**src/hw/rtl/adcss_pkg.sv**
```systemverilog
`default_nettype none
// ----------------------------------------------------------------------------
// adcss_pkg
// Types, codes and slot tables for the ADC scan sequencer with smoothing.
// ----------------------------------------------------------------------------
package adcss_pkg;

    localparam int CFG_W   = 8;
    localparam int MODE_W  = 2;
    localparam int SLOT_W  = 4;
    localparam int CHAN_W  = 3;
    localparam int PINS_W  = 6;
    localparam int STEP_W  = 4;
    localparam int PHASE_W = 2;
    localparam int KIND_W  = 2;

    localparam logic [MODE_W-1:0] MODE_START = 2'd0;
    localparam logic [MODE_W-1:0] MODE_CONV  = 2'd1;
    localparam logic [MODE_W-1:0] MODE_READ  = 2'd2;

    localparam logic [KIND_W-1:0] KIND_NONE  = 2'd0;
    localparam logic [KIND_W-1:0] KIND_WRITE = 2'd1;
    localparam logic [KIND_W-1:0] KIND_READ  = 2'd2;

    localparam logic [STEP_W-1:0] STEP_IDLE  = 4'd0;
    localparam logic [STEP_W-1:0] STEP_FIRST = 4'd1;
    localparam logic [STEP_W-1:0] STEP_THUMB = 4'd8;

    localparam logic [PINS_W-1:0] IDLE_PATTERN  = 6'h20;
    localparam logic [CFG_W-1:0]  WEIGHT_RESET  = 8'd192;

    typedef struct packed {
        logic [CHAN_W-1:0] next_channel;
        logic              start_conversion;
        logic [PINS_W-1:0] thumb_pins;
        logic              scan_busy;
    } stat_t;

    // Slot updated by scan steps one to seven.
    function automatic logic [SLOT_W-1:0] step_slot(input logic [STEP_W-1:0] step);
        logic [SLOT_W-1:0] slot;
        case (step)
            4'd1:    slot = 4'd3;
            4'd2:    slot = 4'd4;
            4'd3:    slot = 4'd6;
            4'd4:    slot = 4'd7;
            4'd5:    slot = 4'd8;
            4'd6:    slot = 4'd1;
            default: slot = 4'd0;
        endcase
        return slot;
    endfunction

    function automatic logic [SLOT_W-1:0] thumb_slot(input logic [PHASE_W-1:0] phase);
        logic [SLOT_W-1:0] slot;
        case (phase)
            2'd0:    slot = 4'd15;
            2'd1:    slot = 4'd14;
            2'd2:    slot = 4'd12;
            default: slot = 4'd13;
        endcase
        return slot;
    endfunction

    function automatic logic [PINS_W-1:0] thumb_next(input logic [PHASE_W-1:0] phase);
        logic [PINS_W-1:0] pins;
        case (phase)
            2'd0:    pins = 6'h01;
            2'd1:    pins = 6'h22;
            2'd2:    pins = 6'h23;
            default: pins = 6'h00;
        endcase
        return pins;
    endfunction

endpackage
`default_nettype wire

```
**src/hw/rtl/adc_scan_sequencer_with_smoothing_core.sv**
```systemverilog
`default_nettype none
// ----------------------------------------------------------------------------
// adc_scan_sequencer_with_smoothing_core
// Sequences an ADC channel scan and keeps an exponentially smoothed value
// per slot in a small synchronous memory.
// ----------------------------------------------------------------------------
// Usage:
// The input channel carries one command per transfer: a scan start, a
// finished conversion with its sample, or a slot read. Every input transfer
// produces exactly one output transfer with the filtered value, the slot
// written, and the sequencer status (next channel, conversion request,
// thumb multiplexer pins, busy flag).
// The smoothing weight is written through the cfg channel, which is always
// ready; it should only be changed while no command is in flight.
// A command is accepted every cycle while the output is free or taken. The
// slot memory is read on the accepting edge, stage one forms the weight
// multiply, stage two the add and the write back. Reads and updates of
// the same slot in consecutive commands are forwarded around the memory.
// When the receiver stalls, the whole pipeline holds and in_ready drops
// until the output register is taken.
// Reset clears the sequencer, sets the weight to 192, the thumb pins to
// their idle pattern, and marks every slot as zero through per-slot valid
// bits, so the block is usable as soon as reset is released.
// ----------------------------------------------------------------------------
module adc_scan_sequencer_with_smoothing_core #(
    parameter int NUM_SLOTS   = 16,
    parameter int SAMPLE_BITS = 10,
    parameter int WEIGHT_BITS = 8
) (
    input  wire logic                          clk,
    input  wire logic                          rst_n,

    input  wire logic                          cfg_valid,
    output logic                               cfg_ready,
    input  wire logic [adcss_pkg::CFG_W-1:0]   cfg_data,

    input  wire logic                          in_valid,
    output logic                               in_ready,
    input  wire logic [adcss_pkg::MODE_W-1:0]  mode,
    input  wire logic [SAMPLE_BITS-1:0]        sample,
    input  wire logic [adcss_pkg::SLOT_W-1:0]  read_slot,

    output logic                               out_valid,
    input  wire logic                          out_ready,
    output logic [SAMPLE_BITS-1:0]             filtered_value,
    output logic [adcss_pkg::SLOT_W-1:0]       written_slot,
    output logic                               write_valid,
    output logic [adcss_pkg::CHAN_W-1:0]       next_channel,
    output logic                               start_conversion,
    output logic [adcss_pkg::PINS_W-1:0]       thumb_pins,
    output logic                               scan_busy
);
    import adcss_pkg::*;

    localparam int ADDR_W = $clog2(NUM_SLOTS);
    localparam int DIFF_W = SAMPLE_BITS + 1;
    localparam int PROD_W = SAMPLE_BITS + WEIGHT_BITS + 2;

    logic [WEIGHT_BITS-1:0]   weight_reg;
    logic [STEP_W-1:0]        scan_step_reg, scan_step_next;
    logic [PHASE_W-1:0]       thumb_phase_reg, thumb_phase_next;
    logic [PINS_W-1:0]        thumb_pattern_reg, thumb_pattern_next;

    logic [SAMPLE_BITS-1:0]   mem [NUM_SLOTS];
    logic [NUM_SLOTS-1:0]     vld_reg;
    logic [SAMPLE_BITS-1:0]   rd_data_reg;
    logic                     rd_vld_reg;

    logic                     advance;
    logic                     accept;
    logic [KIND_W-1:0]        s0_kind;
    logic [SLOT_W-1:0]        s0_slot;
    stat_t                    s0_stat;

    logic                     s1_valid_reg;
    logic [KIND_W-1:0]        s1_kind_reg;
    logic [SLOT_W-1:0]        s1_slot_reg;
    logic [SAMPLE_BITS-1:0]   s1_sample_reg;
    stat_t                    s1_stat_reg;
    logic [SAMPLE_BITS-1:0]   s1_old;
    logic signed [DIFF_W-1:0] s1_diff;
    logic signed [PROD_W-1:0] s1_prod;

    logic                     s2_valid_reg;
    logic [KIND_W-1:0]        s2_kind_reg;
    logic [SLOT_W-1:0]        s2_slot_reg;
    logic [SAMPLE_BITS-1:0]   s2_sample_reg;
    logic [SAMPLE_BITS-1:0]   s2_old_reg;
    logic signed [PROD_W-1:0] s2_prod_reg;
    stat_t                    s2_stat_reg;
    logic signed [PROD_W-1:0] s2_sum;
    logic [SAMPLE_BITS-1:0]   s2_new;
    logic                     s2_write;

    logic                     lw_valid_reg;
    logic [SLOT_W-1:0]        lw_slot_reg;
    logic [SAMPLE_BITS-1:0]   lw_data_reg;

    logic                     out_valid_reg;
    logic [SAMPLE_BITS-1:0]   out_value_reg;
    logic [SLOT_W-1:0]        out_slot_reg;
    logic                     out_wvalid_reg;
    stat_t                    out_stat_reg;

    assign advance   = !out_valid_reg || out_ready;
    assign in_ready  = advance;
    assign accept    = in_valid && advance;
    assign cfg_ready = 1'b1;

    // Command decode and sequencer update.
    always_comb
    begin
        scan_step_next     = scan_step_reg;
        thumb_phase_next   = thumb_phase_reg;
        thumb_pattern_next = thumb_pattern_reg;
        s0_kind            = KIND_NONE;
        s0_slot            = '0;
        s0_stat            = '0;

        unique case (mode)
            MODE_START:
            begin
                if (scan_step_reg == STEP_IDLE)
                begin
                    scan_step_next           = STEP_FIRST;
                    s0_stat.start_conversion = 1'b1;
                end
            end
            MODE_CONV:
            begin
                if (scan_step_reg >= STEP_FIRST && scan_step_reg <= STEP_THUMB)
                begin
                    if (scan_step_reg < STEP_THUMB)
                    begin
                        s0_slot                  = step_slot(scan_step_reg);
                        scan_step_next           = scan_step_reg + STEP_FIRST;
                        s0_stat.start_conversion = 1'b1;
                    end
                    else
                    begin
                        s0_slot            = thumb_slot(thumb_phase_reg);
                        thumb_pattern_next = thumb_next(thumb_phase_reg);
                        thumb_phase_next   = thumb_phase_reg + 2'd1;
                        scan_step_next     = STEP_IDLE;
                    end
                    if (32'(s0_slot) < NUM_SLOTS)
                    begin
                        s0_kind = KIND_WRITE;
                    end
                    else
                    begin
                        s0_slot = '0;
                    end
                end
            end
            MODE_READ:
            begin
                if (32'(read_slot) < NUM_SLOTS)
                begin
                    s0_kind = KIND_READ;
                    s0_slot = read_slot;
                end
            end
            default:
            begin
                s0_kind = KIND_NONE;
            end
        endcase

        s0_stat.next_channel = (scan_step_next != STEP_IDLE) ?
                               CHAN_W'(scan_step_next - STEP_FIRST) : '0;
        s0_stat.thumb_pins   = thumb_pattern_next;
        s0_stat.scan_busy    = (scan_step_next != STEP_IDLE);
    end

    // Slot memory, read at acceptance and written from the last stage.
    always_ff @(posedge clk)
    begin
        if (advance)
        begin
            rd_data_reg <= mem[s0_slot[ADDR_W-1:0]];
            if (s2_write)
            begin
                mem[s2_slot_reg[ADDR_W-1:0]] <= s2_new;
            end
        end
    end

    // Operand selection with forwarding from the stage ahead and from the
    // write that completed on the acceptance edge.
    always_comb
    begin
        if (s2_write && s2_slot_reg == s1_slot_reg)
        begin
            s1_old = s2_new;
        end
        else if (lw_valid_reg && lw_slot_reg == s1_slot_reg)
        begin
            s1_old = lw_data_reg;
        end
        else if (rd_vld_reg)
        begin
            s1_old = rd_data_reg;
        end
        else
        begin
            s1_old = '0;
        end
    end

    assign s1_diff = $signed({1'b0, s1_old}) - $signed({1'b0, s1_sample_reg});
    assign s1_prod = PROD_W'(s1_diff) * $signed(PROD_W'({1'b0, weight_reg}));

    assign s2_write = s2_valid_reg && (s2_kind_reg == KIND_WRITE);
    assign s2_sum   = $signed(PROD_W'(s2_sample_reg)) + (s2_prod_reg >>> WEIGHT_BITS);
    assign s2_new   = s2_sum[SAMPLE_BITS-1:0];

    always_ff @(posedge clk or negedge rst_n)
    begin
        if (!rst_n)
        begin
            weight_reg        <= WEIGHT_BITS'(WEIGHT_RESET);
            scan_step_reg     <= STEP_IDLE;
            thumb_phase_reg   <= '0;
            thumb_pattern_reg <= IDLE_PATTERN;
            vld_reg           <= '0;
            rd_vld_reg        <= 1'b0;
            s1_valid_reg      <= 1'b0;
            s2_valid_reg      <= 1'b0;
            lw_valid_reg      <= 1'b0;
            out_valid_reg     <= 1'b0;
        end
        else
        begin
            if (cfg_valid && cfg_ready)
            begin
                weight_reg <= WEIGHT_BITS'(cfg_data);
            end
            if (accept)
            begin
                scan_step_reg     <= scan_step_next;
                thumb_phase_reg   <= thumb_phase_next;
                thumb_pattern_reg <= thumb_pattern_next;
            end
            if (advance)
            begin
                rd_vld_reg    <= vld_reg[s0_slot[ADDR_W-1:0]];
                s1_valid_reg  <= accept;
                s2_valid_reg  <= s1_valid_reg;
                lw_valid_reg  <= s2_write;
                out_valid_reg <= s2_valid_reg;
                if (s2_write)
                begin
                    vld_reg[s2_slot_reg[ADDR_W-1:0]] <= 1'b1;
                end
            end
        end
    end

    always_ff @(posedge clk)
    begin
        if (advance)
        begin
            s1_kind_reg   <= s0_kind;
            s1_slot_reg   <= s0_slot;
            s1_sample_reg <= sample;
            s1_stat_reg   <= s0_stat;

            s2_kind_reg   <= s1_kind_reg;
            s2_slot_reg   <= s1_slot_reg;
            s2_sample_reg <= s1_sample_reg;
            s2_old_reg    <= s1_old;
            s2_prod_reg   <= s1_prod;
            s2_stat_reg   <= s1_stat_reg;

            lw_slot_reg   <= s2_slot_reg;
            lw_data_reg   <= s2_new;

            out_slot_reg   <= s2_write ? s2_slot_reg : '0;
            out_wvalid_reg <= s2_write;
            out_stat_reg   <= s2_stat_reg;
            case (s2_kind_reg)
                KIND_WRITE: out_value_reg <= s2_new;
                KIND_READ:  out_value_reg <= s2_old_reg;
                default:    out_value_reg <= '0;
            endcase
        end
    end

    assign out_valid        = out_valid_reg;
    assign filtered_value   = out_value_reg;
    assign written_slot     = out_slot_reg;
    assign write_valid      = out_wvalid_reg;
    assign next_channel     = out_stat_reg.next_channel;
    assign start_conversion = out_stat_reg.start_conversion;
    assign thumb_pins       = out_stat_reg.thumb_pins;
    assign scan_busy        = out_stat_reg.scan_busy;

`ifndef SYNTH
    a_step_range: assert property (@(posedge clk) disable iff (!rst_n)
        scan_step_reg <= STEP_THUMB)
        else $error("scan step out of range");

    a_phase_at_scan_end: assert property (@(posedge clk) disable iff (!rst_n)
        !$stable(thumb_phase_reg) |->
            ($past(scan_step_reg) == STEP_THUMB && scan_step_reg == STEP_IDLE))
        else $error("thumb phase moved outside the end of a scan");

    a_write_status: assert property (@(posedge clk) disable iff (!rst_n)
        (out_valid_reg && out_wvalid_reg) |->
            (out_stat_reg.start_conversion == out_stat_reg.scan_busy))
        else $error("conversion request disagrees with busy flag on a write");

    a_start_busy: assert property (@(posedge clk) disable iff (!rst_n)
        (out_valid_reg && out_stat_reg.start_conversion) |-> out_stat_reg.scan_busy)
        else $error("conversion requested while idle");

    a_write_slot: assert property (@(posedge clk) disable iff (!rst_n)
        s2_write |-> (32'(s2_slot_reg) < NUM_SLOTS))
        else $error("write to a slot beyond the store");
`endif

endmodule
`default_nettype wire
```
**config.mk**
```make
export PLATFORM = sky130hd
export DESIGN_NAME = adc_scan_sequencer_with_smoothing_core
export DESIGN_NICKNAME = d
export VERILOG_FILES = /design/src/hw/rtl/adcss_pkg.sv /design/src/hw/rtl/adc_scan_sequencer_with_smoothing_core.sv
export SDC_FILE = /design/constraint.sdc
export NUM_CORES = 1
export LEC_CHECK = 0
export ABC_AREA = 1
export BUFFER_PORTS_ARGS = -buffer_cell sky130_fd_sc_hd__buf_2
export CAP_MARGIN = 0
export CORE_ASPECT_RATIO = 1.5
export CORE_MARGIN = 4
export CORE_UTILIZATION = 60
export CTS_CLUSTER_DIAMETER = 80
export DETAILED_ROUTE_END_ITERATION = 6
export PLACE_DENSITY = 0.77
export REMOVE_ABC_BUFFERS = 1
export SLEW_MARGIN = 25
export SYNTH_ARGS = -nofsm -noshare
export SYNTH_HDL_FRONTEND = slang
export SYNTH_SLANG_ARGS = --single-unit
```
**constraint.sdc**
```tcl
create_clock -name clk -period 17.1 [get_ports clk]
set_input_delay 0.855 -clock clk [delete_from_list [all_inputs] [get_ports clk]]
set_output_delay 0.855 -clock clk [all_outputs]
set_load 0.02 [all_outputs]
```
==> summary.txt, run 1 <==
LAYOUT
-------------------------------------------------------------------------------------------------
Max reg flops                                                                                 160
Area added between synthesis and finish                                                     9.67%
Diodes inserted                                                                                 0
Layout Nets                                                                                  1760
Most frequent cells in the layout                                                    284 x sky130_fd_sc_hd__edfxtp_1, 217 x sky130_fd_sc_hd__inv_1, 189 x sky130_fd_sc_hd__nor2_1, 188 x sky130_fd_sc_hd__nand2_1, 119 x sky130_fd_sc_hd__o21ai_0
Final cell area excluding filler cells                                                 18500 um^2
Fraction of final layout cells with drive strength greater than 1                           8.57%
Most common cell after layout, fill and taps aside                                   sky130_fd_sc_hd__edfxtp_1

TIMING
-------------------------------------------------------------------------------------------------
Time the worst path needs with I/O delays and setup                                       8.37 ns
Post-Route Setup TNS                                                                         0 ns
Final setup slack of the worst path                                                       8.73 ns
RSZ-0062 raised after global routing                                                           no
Number of hold violations in the final report                                                   0
Fraction of the cycle the final worst path needs                                            49.0%
Count of endpoints failing setup in the final report                                            0
Max_slew headroom                                                                           30.0%
Transition time at the pin with the least slew margin                                     1.05 ns
Number of max-slew violations in the final report                                               0
Post-route clock skew                                                                   0.0350 ns
Highest Clock Rate                                                                        119 MHz

CLOCK NETWORK
-------------------------------------------------------------------------------------------------
CTS max path bufs                                                                               3
Worst-skew pair later-pin latency                                                         0.59 ns
CTS Root Buffer Type                                                                 sky130_fd_sc_hd__clkbuf_16
H-Tree Depth                                                                                    1
Clock-pin transition on the worst setup and hold timing paths                             0.07 ns
Post-CTS resize count                                                                           0
Cts hold-fix bufs                                                                               0
Clk sinks                                                                                     325
CTS tree                                                                                    built
Cts bufs inserted                                                                              30
Setup Fix Bufs, Post-CTS                                                                        0

CRITICAL PATH
-------------------------------------------------------------------------------------------------
Worst Setup End Kind                                                                     register
Depth of the worst register-to-register path                                                   33
Critical Path Most Common Cell                                                       sky130_fd_sc_hd__inv_1
Crit-path slowest cell                                                               sky130_fd_sc_hd__fa_1
Worst path max stage delay                                                                0.63 ns
CP arrival                                                                                8.69 ns
Critical Path Start Type                                                                 register
Maximum fanout encountered on the critical timing path                                         20
Worst reg2reg path endpoint                                                          s2_prod_reg[17]$_DFFE_PN_
R2R setup slack                                                                           8.73 ns
Critical path class                                                                    reg -> reg
Data required time of the worst path                                                     17.42 ns
Worst r2r src                                                                        s2_kind_reg[1]$_DFFE_PN_

ROUTE
-------------------------------------------------------------------------------------------------
First drt pass iteration count                                                                  5
Vias per Instance                                                                            5.73
Routed length per placed instance                                                         19.5 um
Vias post-DR                                                                                11300
Count of nets left with antenna violations after detail routing                                 0
Final WL                                                                                 38200 um
DRC violations left                                                                             0
1st-iter DRT viols                                                                            885

YOSYS
-------------------------------------------------------------------------------------------------
Number of flops mapped to enable cells by yosys                                               284
Most used flip-flop cell after synthesis                                             sky130_fd_sc_hd__edfxtp_1
Asr flop ratio synth                                                                        12.6%
Portion of netlist area occupied by mux cells                                             0.0594%
Xor/xnor cell area share of the yosys netlist                                               1.77%
Fraction of synthesized cell area taken by the top area cell type                           50.6%
Adder-cell area share of the yosys netlist                                                  12.8%
Number of distinct library cell variants in the gate-level netlist after synthesis             51
Yosys warning total                                                                             0
Syn Area/Cell                                                                           10.8 um^2
Synthesized area                                                                       16900 um^2
Cell types occupying the most area after synthesis                                   sky130_fd_sc_hd__edfxtp_1 51%, sky130_fd_sc_hd__fa_1 7.7%, sky130_fd_sc_hd__dfrtp_1 5.6%
Synthesis-stage register bit count                                                            325
Simple-gate area share of the yosys netlist                                                 12.1%
Dominant cell type by area after synthesis                                           sky130_fd_sc_hd__edfxtp_1
Compound-Gate Fraction of Synth Area                                                        10.0%
Portion of the post-synthesis area used by sequential elements                              56.7%
Cell count after synthesis                                                                   1556
Dominant combinational cell family by area after synthesis                            adder cells

RUN STATUS
-------------------------------------------------------------------------------------------------
Outcome                                                                              complete, no violations

FLOORPLAN
-------------------------------------------------------------------------------------------------
Row count                                                                                      74
Core area                                                                              27500 um^2
Die boundary width                                                                         145 um
DIE AREA                                                                               30900 um^2
Number of I/O pins                                                                             58
Height of the chip                                                                         213 um
Initial standard-cell utilization of the core                                               61.3%

GLOBAL ROUTE
-------------------------------------------------------------------------------------------------
Total overflow reported by the global router                                                    0
Wire length of the first global-routing pass                                             61600 um
Total global-route track usage                                                              25.8%
Antenna violations before repair                                                                0
Largest net degree at the start of global routing                                              86
Vias in the first global route                                                              11700

PLACED DESIGN
-------------------------------------------------------------------------------------------------
Post-placement setup slack                                                                8.84 ns
Post-DP Area                                                                           17400 um^2
Placer Congestion                                                                           0.905
Post-DP HPWL                                                                             26700 um
Total of buffers placed on input and output ports                                              56

WORST HOLD PATH
-------------------------------------------------------------------------------------------------
Hold WC Path Type                                                                     in -> async

RUN
-------------------------------------------------------------------------------------------------
Number of max-cap violations                                                                    0

## worst max-delay path: cells and delay by family, from the launching register on
| family | cells | cell delay [ns] |
|---|---|---|
| DFF | 1 | 0.40 |
| buffers and inverters | 8 | 0.57 |
| adders and majority gates | 8 | 3.54 |
| AOI/OAI and AO/OA | 7 | 1.62 |
| and+or+nand+nor | 10 | 1.98 |
## logic make-up (layout without fill, tap and decap cells)
group | after synthesis | after routing
other | 1 | 1
muxes | 1 | 1
and+or+nand+nor | 486 | 486
xor gates and xnor gates | 34 | 34
AOI/OAI and AO/OA | 300 | 300
adders and majority gates | 134 | 134
buffers and inverters | 275 | 340
DFF | 325 | 325
## how the worst max path moves through the flow
stage / from / endpoint / slack [ns] / cells past startpoint
6_report: s2_kind_reg[1]$_DFFE_PN_ / s2_prod_reg[17]$_DFFE_PN_ / 8.73 / 33
3_5_place_dp: s2_kind_reg[1]$_DFFE_PN_ / s2_prod_reg[17]$_DFFE_PN_ / 8.84 / 33
2_1_floorplan: s2_kind_reg[1]$_DFFE_PN_ / s2_prod_reg[17]$_DFFE_PN_ / 9.91 / 33
4_1_cts: s2_kind_reg[1]$_DFFE_PN_ / s2_prod_reg[17]$_DFFE_PN_ / 8.73 / 33
5_1_grt: s2_kind_reg[1]$_DFFE_PN_ / s2_prod_reg[17]$_DFFE_PN_ / 7.71 / 33
3_3_place_gp: s2_kind_reg[1]$_DFFE_PN_ / s2_prod_reg[16]$_DFFE_PN_ / 9.18 / 31
## cell type report
cell class | count | area [um^2]
flip-flops and latches | 325 | 9560
fillers | 2071 | 9010
multi-input cells | 956 | 6200
inverters | 220 | 831
clock buffers | 37 | 797
well taps | 342 | 428
repair buffers | 64 | 343
clock inverters | 19 | 329
## per-layer routing
layer | GRT usage, % | vias to the layer above | routed length (um)
li1 | - | 5336 | -
met1 | 30.4 | 5469 | 13900
met2 | 47.4 | 361 | 20800
met3 | 2.13 | 91 | 1740
met4 | 11.9 | 0 | 1830
met5 | 0 | - | 0
## per-stage QoR
step	utilization (%)	hold WS (ns)	cells
3_3_place_gp	63.1	0.404	1907
3_5_place_dp	63.1	0.405	1907
6_report	67.2	0.266	1963
5_1_grt	67.2	0.287	1963
2_1_floorplan	-	0.400	1501
4_1_cts	67.2	0.417	1963
## Yosys cell counts, types with 4 or more instances
master / count
sky130_fd_sc_hd__xnor2_1: 11
sky130_fd_sc_hd__buf_2: 17
sky130_fd_sc_hd__or2_2: 7
sky130_fd_sc_hd__inv_1: 217
sky130_fd_sc_hd__a21oi_1: 89
sky130_fd_sc_hd__edfxtp_1: 284
sky130_fd_sc_hd__o21ai_1: 21
sky130_fd_sc_hd__ha_1: 69
sky130_fd_sc_hd__fa_1: 65
sky130_fd_sc_hd__dfrtp_1: 38
sky130_fd_sc_hd__o211ai_1: 43
sky130_fd_sc_hd__nand4_1: 5
sky130_fd_sc_hd__a31oi_1: 9
sky130_fd_sc_hd__nor3_1: 4
sky130_fd_sc_hd__nand3_1: 78
sky130_fd_sc_hd__clkbuf_1: 28
sky130_fd_sc_hd__nor2_1: 191
sky130_fd_sc_hd__o21ai_0: 119
sky130_fd_sc_hd__nand2_1: 188
sky130_fd_sc_hd__xor2_1: 23
sky130_fd_sc_hd__buf_4: 6
Power of run 1 is left out: the tool's default activity adds up to more than one toggle a clock period on the data nets, which glitch-free logic cannot reach.
==> run 2: changes to the inputs <==
clock period = 7.85 ns   (was 17.1 ns; I/O delays follow)
==> summary.txt, run 2 (synthesis results as in run 1) <==
PLACED DESIGN
--------------------------------------------------------------------------------
Placer Congestion                                                          0.936
Post-placement setup slack                                              0.373 ns
Total of buffers placed on input and output ports                             56
Post-DP HPWL                                                            26800 um

TIMING
--------------------------------------------------------------------------------
Final-layout worst hold slack                                          0.0241 ns
Time the worst path needs with I/O delays and setup                      7.31 ns
Number of hold violations in the final report                                  0
RSZ-0062 raised after global routing                                          no
Fraction of the cycle the final worst path needs                           93.1%
Post-route clock skew                                                  0.0222 ns
Count of endpoints failing setup in the final report                           0
Number of max-slew violations in the final report                              0
Post-Route Setup TNS                                                        0 ns
Transition time at the pin with the least slew margin                    1.11 ns
Max_slew headroom                                                          25.7%
Highest Clock Rate                                                       137 MHz
Final setup slack of the worst path                                     0.541 ns

CRITICAL PATH
--------------------------------------------------------------------------------
Critical Path Start Type                                                register
Kind of cell adding the most delay to the critical path              adder cells
Worst path depth                                                              30
Critical path class                                                   reg -> reg
Maximum fanout encountered on the critical timing path                         6
Crit-path slowest cell                                              sky130_fd_sc_hd__fa_1
Worst path max stage delay                                               0.54 ns
Data required time of the worst path                                     8.17 ns
Depth of the worst register-to-register path                                  30
CP arrival                                                               7.63 ns
Critical Path Most Common Cell                                      sky130_fd_sc_hd__inv_1
Total buffers and inverters traversed by the critical path                     6
Worst Setup End Kind                                                    register

ROUTE
--------------------------------------------------------------------------------
Final WL                                                                39400 um
First drt pass iteration count                                                 5
DRC violations left                                                            0
Vias post-DR                                                               11700
1st-iter DRT viols                                                           957
Count of nets left with antenna violations after detail routing                0
Routed length per placed instance                                        19.8 um
Vias per Instance                                                           5.89

WORST HOLD PATH
--------------------------------------------------------------------------------
Worst hold path stage count                                                    3
Hold WC Path Type                                                      in -> reg

LAYOUT
--------------------------------------------------------------------------------
Max reg flops                                                                160
Most frequent cells in the layout                                   284 x sky130_fd_sc_hd__edfxtp_1, 216 x sky130_fd_sc_hd__inv_1, 187 x sky130_fd_sc_hd__nor2_1, 185 x sky130_fd_sc_hd__nand2_1, 116 x sky130_fd_sc_hd__o21ai_0
Diodes inserted                                                                0
Layout Nets                                                                 1782
Area added between synthesis and finish                                    10.7%
Number of filler cells placed in the layout                                 1997
Fraction of final layout cells with drive strength greater than 1          10.0%
Core occupancy in the finished layout                                      67.9%
Most common cell after layout, fill and taps aside                  sky130_fd_sc_hd__edfxtp_1

CLOCK NETWORK
--------------------------------------------------------------------------------
Cts bufs inserted                                                             30
Worst-skew pair later-pin latency                                        0.58 ns
Clock-pin transition on the worst setup and hold timing paths            0.06 ns
CTS tree                                                                   built
CTS Root Buffer Type                                                sky130_fd_sc_hd__clkbuf_16
CTS max path bufs                                                              3
Clk sinks                                                                    325
H-Tree Depth                                                                   1

GLOBAL ROUTE
--------------------------------------------------------------------------------
Vias in the first global route                                             12100
Wire length of the first global-routing pass                            62200 um
Antenna violations before repair                                               0
Largest net degree at the start of global routing                             86
Total overflow reported by the global router                                   0
Total global-route track usage                                             26.1%

FLOORPLAN
--------------------------------------------------------------------------------
Row count                                                                     74
Height of the chip                                                        213 um
Core area                                                             27500 um^2
DIE AREA                                                              30900 um^2
Number of I/O pins                                                            58
Initial standard-cell utilization of the core                              61.3%
Die boundary width                                                        145 um

RUN STATUS
--------------------------------------------------------------------------------
Outcome                                                             complete, no violations

RUN
--------------------------------------------------------------------------------
Number of max-cap violations                                                   0

[run 2: final timing paths]
check	slack [ns]	end	from
max	0.54	s2_prod_reg[16]$_DFFE_PN_	s2_sample_reg[4]$_DFFE_PN_
min	0.02	weight_reg[4]$_DFFE_PN0P_	cfg_data[4]
max reg2reg	0.54	s2_prod_reg[16]$_DFFE_PN_	s2_sample_reg[4]$_DFFE_PN_
min reg2reg	0.42	thumb_pins[3]$_DFFE_PN_	s2_stat_reg[4]$_DFFE_PN_
max in group asynchronous	7.12	vld_reg[9]$_DFFE_PN0P_	rst_n
min in group asynchronous	0.34	scan_step_reg[3]$_DFFE_PN0P_	rst_n
[run 2: area by class of cell]
| type | count | area [um^2] | area share, % |
|---|---|---|---|
| inverter | 220 | 831 | 4.45 |
| timing repair buffer | 86 | 536 | 2.87 |
| sequential | 325 | 9560 | 51.2 |
| tap | 342 | 428 | 2.29 |
| multi-input combinational | 956 | 6290 | 33.7 |
| clock buffer | 31 | 754 | 4.04 |
| clock inverter | 25 | 267 | 1.43 |
[run 2: through the flow]
step                      area (um^2)  instances
after floorplan                 16600       1501
after global placement          17400       1915
after detailed placement        17400       1915
after CTS                       18500       1982
after global routing            18700       1985
final                           18700       1985
[run 2: repair_timing]
item | CTS | global route
setup endpoints to repair | 0 | 6
setup buffers | 0 | 3
resized for setup | 0 | 22
endpoints found under the hold margin | 46 | 0
hold buffers | 11 | 0
[run 2: routing by layer]
layer / vias up / wire length [um] / global-route usage (%)
li1: 5388 / - / -
met1: 5701 / 14000 / 30.2
met2: 472 / 20900 / 46.8
met3: 138 / 2200 / 3.34
met4: 0 / 2220 / 13.6
met5: - / 0 / 0
[run 2: worst register-to-register path: cells and delay by family, from the launching register on]
kind	cells	cell delay, ns
compound gates	8	2.01
fa+ha+maj	7	3.07
buf+inv	6	0.42
flops	1	0.37
simple gates	9	1.20
Power of run 2 is left out for the same reason.
